--- config.mk ---
export PLATFORM = sky130hd
export DESIGN_NAME = ssir_hit_tree
export DESIGN_NICKNAME = d
export VERILOG_FILES = /design/src/rtl/core/ssir_pkg.sv /design/src/rtl/core/ssir_hit_tree.sv
export SDC_FILE = /design/constraint.sdc
export NUM_CORES = 1
export LEC_CHECK = 0
export BUFFER_PORTS_ARGS = -buffer_cell sky130_fd_sc_hd__buf_4
export CAP_MARGIN = 0
export CORE_AREA = 3 3 99 101
export CTS_CLUSTER_SIZE = 8
export DETAILED_ROUTE_END_ITERATION = 12
export DIE_AREA = 0 0 102 104
export PLACE_DENSITY = 0.52
export SETUP_SLACK_MARGIN = 0.05
export SLEW_MARGIN = 10
export SYNTH_ARGS = -nofsm -noshare
export SYNTH_HDL_FRONTEND = slang
export SYNTH_SLANG_ARGS = --single-unit
--- constraint.sdc ---
create_clock -name clk_i -period 2 [get_ports clk_i]
set_input_delay 0.4 -clock clk_i [delete_from_list [all_inputs] [get_ports clk_i]]
set_output_delay 0.4 -clock clk_i [all_outputs]
set_load 0.02 [all_outputs]
--- src/rtl/core/ssir_pkg.sv ---
// ----------------------------------------------------------------------------
// ssir_pkg: shared types and constants of the sorted set engine
// Field widths, operation codes, sequencer states and the cell control bundle.
// ----------------------------------------------------------------------------
`default_nettype none

package ssir_pkg;

  // payload widths
  localparam int unsigned ID_W    = 32;
  localparam int unsigned COUNT_W = 9;
  localparam int unsigned VER_W   = 32;

  // default number of cells in the chain
  localparam int unsigned DEF_CAPACITY = 256;

  // match flags folded per group in the first tree level
  localparam int unsigned GRP_SIZE = 16;

  // operation codes
  typedef enum logic [0:0] {
    FUNC_ADD    = 1'b0,
    FUNC_REMOVE = 1'b1
  } func_e;

  // sequencer states
  typedef enum logic [1:0] {
    ST_IDLE  = 2'd0,
    ST_CMP   = 2'd1,
    ST_RED   = 2'd2,
    ST_APPLY = 2'd3
  } state_e;

  // control broadcast to every cell
  typedef struct packed {
    logic cmp_en;
    logic add_en;
    logic rem_en;
  } cell_ctrl_t;

endpackage

`default_nettype wire

--- src/rtl/core/ssir_hit_tree.sv ---
// ----------------------------------------------------------------------------
// ssir_hit_tree: registered OR of the per-cell match flags
// First level folds groups into registers, the second level ORs the groups.
// ----------------------------------------------------------------------------
`default_nettype none

module ssir_hit_tree #(
  parameter int unsigned N = ssir_pkg::DEF_CAPACITY
) (
  input  wire logic         clk_i,
  input  wire logic         en_i,
  input  wire logic [N-1:0] eq_i,
  output logic              hit_o
);

  localparam int unsigned G    = ssir_pkg::GRP_SIZE;
  localparam int unsigned NGRP = (N + G - 1) / G;

  logic [NGRP*G-1:0] pad;
  logic [NGRP-1:0]   grp_d, grp_q;

  assign pad = (NGRP*G)'(eq_i);

  // group level
  always_comb begin
    for (int g = 0; g < NGRP; g++) begin
      grp_d[g] = |pad[g*G +: G];
    end
  end

  always_ff @(posedge clk_i) begin
    if (en_i) begin
      grp_q <= grp_d;
    end
  end

  // final level
  assign hit_o = |grp_q;

endmodule

`default_nettype wire

==> results.py <==
metrics = {
    "clock_network": {
        "ctsHoldBuffers": 0,
        "cts-root-buf": "clkbuf_8",
        "htree_levels": 1,
        "clockBufferDepth": 2,
        "path_clk_slew_ns": 0.06,
        "numCtsBuffers": 3,
        "tritoncts": "done",
        "cts_num_sinks": 16,
        "cts_resized": 0,
        "post_cts_buffers": 0,
    },
    "detailed_routing": {
        "wl_per_cell_um": 14.48,
        "dr.pass1.iters": 4,
        "drc": 0,
        "vias_per_cell": 4.247,
        "ant_nets": 0,
        "totalWireLength_um": 6865,
        "drtIter0Drc": 33,
        "vias": 2013,
    },
    "power_and_ir_drop": {
        "vdd_ir_drop_max_uv": 161.8,
        "p_int_uw": 848.3,
        "powerDensity_nw_per_um2": 336.1,
        "power.share.clock": 0.231,
        "seqPwrFrac": 0.370,
        "p_comb_frac": 0.399,
        "p_leak_nw": 1.458,
        "switching_share": 0.1944,
        "p_sw_uw": 204.7,
    },
    "synthesis": {
        "netlist.area_leader.share": 0.4747,
        "synth_edf_count": 16,
        "synth_top_cells_by_count": "nor4_1 (68), nand4_1 (17), edfxtp_1 (16)",
        "synthCells": 101,
        "synth_area_leaders": "edfxtp_1 (47%), nor4_1 (42%), nand4_1 (11%)",
        "yosys_warnings": 0,
        "ys_seq_elements": 16,
        "synth_flop_cell": "edfxtp_1",
        "yosysUniqueCellTypes": 3,
        "yosysSeqAreaShare": 0.4747,
        "yosysMostFrequentCell": "nor4_1",
        "syn-cell-area_sq_um": 1012,
        "async_flop_share": 0,
        "syn_nets": 359,
        "avgSynthCellArea_sq_um": 10.02,
        "synth_largest_area_cell": "edfxtp_1",
    },
    "layout": {
        "largestRegisters": "grp_q (16)",
        "layout-drive-gt1-share": 0.7190,
        "multiInputGateArea_sq_um": 531.8,
        "final-seq-area_sq_um": 480.5,
        "areaGrowthSynthToFinish_pct": 209.5,
        "nFillCells": 959,
        "n_antenna_cell": 0,
        "largest-register": "grp_q",
        "fin_nets": 622,
        "largest_reg_flops": 16,
        "final_util": 0.3440,
    },
    "global_route": {
        "grt.met2_usage": 0.2279,
        "grtUsageMet3": 0.02750,
        "grt_overflow": 0,
        "grt-busiest-layer": "met2",
        "grt_pass1_vias": 2097,
        "grt_antenna_before_repair": 0,
        "grt_usage": 0.1150,
        "grt_max_degree": 17,
        "grt_pass1_wl_um": 9446,
        "use_met1": 0.1189,
    },
    "sta": {
        "slew_headroom": 0.6850,
        "hold_viol": 0,
        "final-max-slew-violation-count": 0,
        "period_share": 0.9140,
        "finalSetupViolations": 0,
        "fin_tns_setup_ns": 0,
        "tightest_slew_ns": 0.4682,
        "rsz0062_at_grt": "no",
        "period_minus_slack_ns": 1.828,
        "max_freq_mhz": 547.1,
    },
    "worst_setup_path": {
        "arrival_ns": 1.43,
        "startpoint_type": "flip-flop",
        "crit_slowest_cell": "nor4_1",
        "worst-setup-path-type": "reg -> out",
        "path_cells": "nor4_1 > nand4_1 > buf_4",
        "crit_fanout": 1,
        "max_stage_delay_ns": 0.47,
        "setup.worst_path.end_class": "output pin",
        "required_ns": 1.60,
    },
    "min_path": {
        "hold_path.class": "in -> reg",
    },
    "die": {
        "die_w_um": 102,
        "start_util": 0.1111,
        "core_region_area_sq_um": 9109,
        "num_rows": 35,
        "dieArea_sq_um": 10610,
        "io_pins": 259,
        "die_h_um": 104,
    },
    "flow_run": {
        "drv_cap": 0,
    },
    "status": {
        "status": "completed",
    },
    "placed_design": {
        "gp_congestion": 0.9191,
        "io_buffers": 258,
        "hpwlAfterDp_um": 6483,
    },
}
==> final cells by class <==
class,instances,area share
sequential,16,0.1534
timing repair buffer,258,0.6182
clock inverter,1,0.001198
tap,111,0.04433
multi-input combinational,85,0.1697
clock buffer,3,0.01318
==> kinds of logic (layout without fill, tap and decap cells) <==
| kind of cell | after synthesis | count (layout) | synth area share |
|---|---|---|---|
| AND/OR/NAND/NOR | 85 | 85 | 0.5253 |
| buffers and inverters | 0 | 262 | 0 |
| flip-flops | 16 | 16 | 0.4747 |
==> metrics by stage <==
step | power [mW] | area [sq um] | setup slack (ns) | hold WS, ns | std cells
2_1_floorplan | 0.4198 | 1012 | 0.7400 | 0.5125 | 101
3_3_place_gp | 0.8173 | 3088 | 0.4886 | 0.6781 | 470
3_5_place_dp | 0.8207 | 3088 | 0.4123 | 0.6738 | 470
4_1_cts | 1.072 | 3133 | 0.1320 | 0.4089 | 474
5_1_grt | 1.116 | 3133 | 0.06237 | 0.4225 | 474
6_report | 1.053 | 3133 | 0.1721 | 0.4158 | 474
==> power by group through the flow <==
stage          clock network, mW  registers [mW]  logic, mW
2_1_floorplan                  0           0.395     0.0248
3_3_place_gp                   0           0.397      0.420
3_5_place_dp                   0           0.397      0.424
4_1_cts                    0.257           0.390      0.425
5_1_grt                    0.272           0.391      0.453
6_report                   0.243           0.389      0.420
==> worst max-delay path, delay by kind of cell, from the launching register on <==
kind	cells	cell delay, ns
flip-flops	1	0.36
AND/OR/NAND/NOR	2	0.63
buffers and inverters	1	0.19
==> routing by layer <==
metal / vias up / wire (um)
met3: 6 / 713
met2: 126 / 3836
met1: 869 / 2237
met5: - / 0
met4: 0 / 78
li1: 1012 / -
==> cell usage in the layout, fill, tap and decap left out <==
master and instances:
nand4_1 17, clkbuf_8 3, buf_4 258, clkinv_1 1
nor4_1 68, edfxtp_1 16
==> path summary, 6_finish.rpt <==
path                             end  slack [ns]          startpoint  cells after the start
hold / removal    grp_q[7]$_DFFE_PP_        0.42           eq_i[126]                      3
setup / recovery               hit_o        0.17  grp_q[1]$_DFFE_PP_                      3
Note: power is estimated with default switching activity, not from simulation.
