File: config.mk
export PLATFORM = sky130hd
export DESIGN_NAME = ssir_cell
export DESIGN_NICKNAME = d
export VERILOG_FILES = /design/src/rtl/core/ssir_pkg.sv /design/src/rtl/core/ssir_cell.sv
export SDC_FILE = /design/constraint.sdc
export NUM_CORES = 1
export LEC_CHECK = 0
export CAP_MARGIN = 30
export CORE_MARGIN = 1.5
export CORE_UTILIZATION = 50
export DETAILED_ROUTE_END_ITERATION = 6
export DONT_BUFFER_PORTS = 1
export GPL_ROUTABILITY_DRIVEN = 0
export PLACE_DENSITY_LB_ADDON = 0.12
export RECOVER_POWER = 25
export SYNTH_ARGS = -nofsm -noshare
export SYNTH_HDL_FRONTEND = slang
export SYNTH_SLANG_ARGS = --single-unit
File: constraint.sdc
create_clock -name clk_i -period 3.4 [get_ports clk_i]
set_clock_uncertainty 0.2 [all_clocks]
set_input_delay 0.34 -clock clk_i [delete_from_list [all_inputs] [get_ports clk_i]]
set_output_delay 0.34 -clock clk_i [all_outputs]
set_load 0.01 [all_outputs]
File: src/rtl/core/ssir_pkg.sv
// ----------------------------------------------------------------------------
// ssir_pkg: shared types and constants of the sorted set engine
// Field widths, operation codes, sequencer states and the cell control bundle.
// ----------------------------------------------------------------------------
`default_nettype none

package ssir_pkg;

  // payload widths
  localparam int unsigned ID_W    = 32;
  localparam int unsigned COUNT_W = 9;
  localparam int unsigned VER_W   = 32;

  // default number of cells in the chain
  localparam int unsigned DEF_CAPACITY = 256;

  // match flags folded per group in the first tree level
  localparam int unsigned GRP_SIZE = 16;

  // operation codes
  typedef enum logic [0:0] {
    FUNC_ADD    = 1'b0,
    FUNC_REMOVE = 1'b1
  } func_e;

  // sequencer states
  typedef enum logic [1:0] {
    ST_IDLE  = 2'd0,
    ST_CMP   = 2'd1,
    ST_RED   = 2'd2,
    ST_APPLY = 2'd3
  } state_e;

  // control broadcast to every cell
  typedef struct packed {
    logic cmp_en;
    logic add_en;
    logic rem_en;
  } cell_ctrl_t;

endpackage

`default_nettype wire

File: src/rtl/core/ssir_cell.sv
// ----------------------------------------------------------------------------
// ssir_cell: one slot of the sorted chain
// Holds one identifier, compares it with the broadcast key and takes the key or
// its lower neighbor's entry on an insert, or its upper neighbor's entry on a delete.
// ----------------------------------------------------------------------------
`default_nettype none

module ssir_cell #(
  parameter int unsigned Idx   = 0,
  parameter int unsigned FillW = 9
) (
  input  wire logic                         clk_i,
  input  wire logic [ssir_pkg::ID_W-1:0]    key_i,
  input  wire ssir_pkg::cell_ctrl_t         ctrl_i,
  input  wire logic [FillW-1:0]             fill_i,
  input  wire logic [ssir_pkg::ID_W-1:0]    lo_entry_i,
  input  wire logic                         lo_lt_i,
  input  wire logic [ssir_pkg::ID_W-1:0]    hi_entry_i,
  output logic      [ssir_pkg::ID_W-1:0]    entry_o,
  output logic                              lt_o,
  output logic                              eq_o
);

  logic [ssir_pkg::ID_W-1:0] entry_q, entry_d;
  logic                      lt_q, eq_q;
  logic                      valid;

  // slot holds a live entry when it sits below the fill level
  assign valid = (fill_i > FillW'(Idx));

  // compare flags, sampled once per operation
  always_ff @(posedge clk_i) begin
    if (ctrl_i.cmp_en) begin
      lt_q <= valid && (entry_q < key_i);
      eq_q <= valid && (entry_q == key_i);
    end
  end

  // shift decision: slots at or above the key position move
  always_comb begin
    entry_d = entry_q;
    if (ctrl_i.add_en && !lt_q) begin
      entry_d = lo_lt_i ? key_i : lo_entry_i;
    end else if (ctrl_i.rem_en && !lt_q) begin
      entry_d = hi_entry_i;
    end
  end

  always_ff @(posedge clk_i) begin
    entry_q <= entry_d;
  end

  assign entry_o = entry_q;
  assign lt_o    = lt_q;
  assign eq_o    = eq_q;

endmodule

`default_nettype wire

==> results.sh <==
export IMPL_cts_root_buffer="clkbuf_8"
export IMPL_synth_most_common_cell="nand2_1"
export IMPL_syn_area_um2=2530
export IMPL_clock_sinks=34
export IMPL_cp_buffers_inverters=0
export IMPL_relSlewSlack_pct=34.0
export IMPL_synth_area_top_cells="edfxtp_1 40%, ha_1 16%, mux2i_1 13%"
export IMPL_initial_core_util_pct=52.9
export IMPL_final_layout_size_suffix_gt1_share_pct=3.05
export IMPL_ant_nets=0
export IMPL_dpl_hpwl_um=4090
export IMPL_powerDensity_nw_per_um2=389
export IMPL_grt_ovfl_total=0
export IMPL_cts_htree_levels=2
export IMPL_drtIter0Drc=77
export IMPL_fillCellCount=447
export IMPL_tns_ps=0
export IMPL_synth_edf_count=34
export IMPL_yosys_top_cells_count="41 x nand2_1, 36 x o21ai_0, 34 x edfxtp_1, 34 x inv_1"
export IMPL_synth_async_reset_ratio_pct=0
export IMPL_crit_path_start_kind="flop"
export IMPL_dr_wl_met3_um=478
export IMPL_wl_met1_um=2210
export IMPL_period_share_pct=60.4
export IMPL_holdWs_ps=48.2
export IMPL_p_int_mw=0.744
export IMPL_firstDrtPassIters=4
export IMPL_antenna_found_initial=0
export IMPL_insertion_delay_ps=280
export IMPL_numPortBuffers=0
export IMPL_pwr_share_clk_pct=26.9
export IMPL_path_delay_family="simple AND/OR/NAND/NOR gates"
export IMPL_max_freq_mhz=487
export IMPL_final_cells=329
export IMPL_hp_class="in2reg"
export IMPL_ir_drop_mv=0.235
export IMPL_ctsLongestPathBuffers=2
export IMPL_endpoint_kind="flop"
export IMPL_ys_types=25
export IMPL_power_leakage_nw=1.24
export IMPL_synth_top_area_share_pct=40.4
export IMPL_postSynthCellCount=265
export IMPL_tightest_slew_ps=989
export IMPL_die_y_um=74.1
export IMPL_cp_slowest_cell="nand2b_2"
export IMPL_via_count=1855
export IMPL_synth_nets=407
export IMPL_syn_avg_cell_area_um2=9.55
export IMPL_wl_per_cell_um=15.9
export IMPL_path_cells="nand2b_2 > nand2_1 > o21ai_0"
export IMPL_die_area_um2=5500
export IMPL_numCtsBuffers=5
export IMPL_dr_max_layer_used="met4"
export IMPL_rsz0062_at_grt="no"
export IMPL_yosys_warnings=0
export IMPL_yosysSeqAreaShare_pct=40.4
export IMPL_grt_usage_pct=18.9
export IMPL_num_antenna_cells=0
export IMPL_p_seq_share_pct=54.5
export IMPL_setup_violations_final=0
export IMPL_power_switching_mw=0.289
export IMPL_grt_max_degree=65
export IMPL_slew_violations=0
export IMPL_worst_setup_path_type="reg2reg"
export IMPL_cts_tree="yes"
export IMPL_crit_path_max_fanout=64
export IMPL_wirelength_um=5240
export IMPL_cts_setup_buffers=0
export IMPL_combPwrFrac_pct=18.7
export IMPL_viasPerCell=5.64
export IMPL_hold_violations=0
export IMPL_nNetsFinal=404
export IMPL_status="completed"
export IMPL_syn2layout_area_growth_pct=4.95
export IMPL_drv_cap=0
export IMPL_core_area_um2=4790
export IMPL_clk_pin_slew_ps=70
export IMPL_dp_cells=321
export IMPL_sw_frac_of_total_pct=28.0
export IMPL_post_route_min_period_ps=2050
export IMPL_ioPinCount=144
export IMPL_die_w_um=74.1
export IMPL_ys_ff_latch=34
export IMPL_dr_wl_met2_um=2490
export IMPL_arrival_ps=1840
export IMPL_route_detailed_drc=0
export IMPL_max_stage_delay_ps=710
export IMPL_seqCellArea_um2=1020
export IMPL_fp_row_count=25
export IMPL_critPathRequiredTime_ps=3190
export IMPL_yosys_area_top_type="edfxtp_1"
export IMPL_synth_flop_cell="edfxtp_1"
export IMPL_grt_pass1_wl_um=7860
export IMPL_grt_pass1_vias=1745
export IMPL_multi_input_area_um2=1340
==> layout make-up <==
class / count / area share (%)
clock buffer: 7 / 2.87
inverter: 34 / 4.81
multi-input combinational: 186 / 50.3
sequential: 34 / 38.5
tap: 67 / 3.16
timing repair buffer: 1 / 0.377
==> cells in the final DEF (no fill, tap or decap), drive strengths merged <==
master,synthesis,final
a21oi,12,12
and4,2,2
clkbuf,6,7
inv,34,34
nand2b,1,1
nor4,2,2
ha,32,32
nand3,4,4
nor3,4,4
nand4b,1,1
nor2b,2,2
o21ai,36,36
nor2,4,4
o2111a,1,1
mux2i,32,32
dlygate4sd3,0,1
a221oi,2,2
edfxtp,34,34
a21o,1,1
o22ai,1,1
nand2,41,41
nand4,7,7
o211ai,1,1
==> sequential cells by signal, indices dropped and copies added, names as in the netlist <==
| signal | cells |
|---|---|
| entry_o | 32 |
| eq_o | 1 |
| lt_o | 1 |
==> power groups by stage <==
| stage | Clock, mW | Combinational, mW | Sequential (mW) |
|---|---|---|---|
| after floorplan | 0 | 0.167 | 0.562 |
| after global placement | 0 | 0.189 | 0.572 |
| after detailed placement | 0 | 0.194 | 0.572 |
| after CTS | 0.288 | 0.196 | 0.564 |
| after global routing | 0.306 | 0.228 | 0.568 |
| final | 0.278 | 0.193 | 0.563 |
==> through the flow <==
stage / power [mW] / util [%] / cell area, um2 / worst slack [ps]
after floorplan: 0.729 / - / 2530 / 948
after global placement: 0.761 / 53.7 / 2570 / 1380
after detailed placement: 0.766 / 53.7 / 2570 / 1330
after CTS: 1.05 / 55.5 / 2660 / 1340
after global routing: 1.10 / 55.5 / 2660 / 1140
final: 1.03 / 55.5 / 2660 / 1350
==> layer usage <==
| metal | track usage [%] | up-vias |
|---|---|---|
| met2 | 32.2 | 85 |
| met1 | 22.7 | 821 |
| met4 | 5.35 | 0 |
| li1 | - | 941 |
| met5 | 0 | - |
| met3 | 6.23 | 8 |
==> kinds of logic after synthesis <==
kind of cell / after synthesis / share of synthesized area, %
and+or+nand+nor: 68 / 12.5
DFF: 34 / 40.4
AOI/OAI and AO/OA: 54 / 11.5
adders and majority gates: 32 / 15.8
muxes: 32 / 12.7
buffers and inverters: 45 / 7.22
==> repair_timing <==
action / CTS / global route
hold endpoints to repair: 2 / 0
hold buffers: 1 / 0
gates resized for setup: 0 / 0
==> final timing paths <==
path | startpoint | to | slack (ps) | cells after the start
max | lt_o$_DFFE_PP_ | entry_o[9]$_DFFE_PP_ | 1350 | 3
max reg2reg | lt_o$_DFFE_PP_ | entry_o[9]$_DFFE_PP_ | 1350 | 3
min reg2reg | lt_o$_DFFE_PP_ | entry_o[3]$_DFFE_PP_ | 700 | 1
min | hi_entry_i[14] | entry_o[14]$_DFFE_PP_ | 50 | 2
Power figures use the tool's default switching activity.
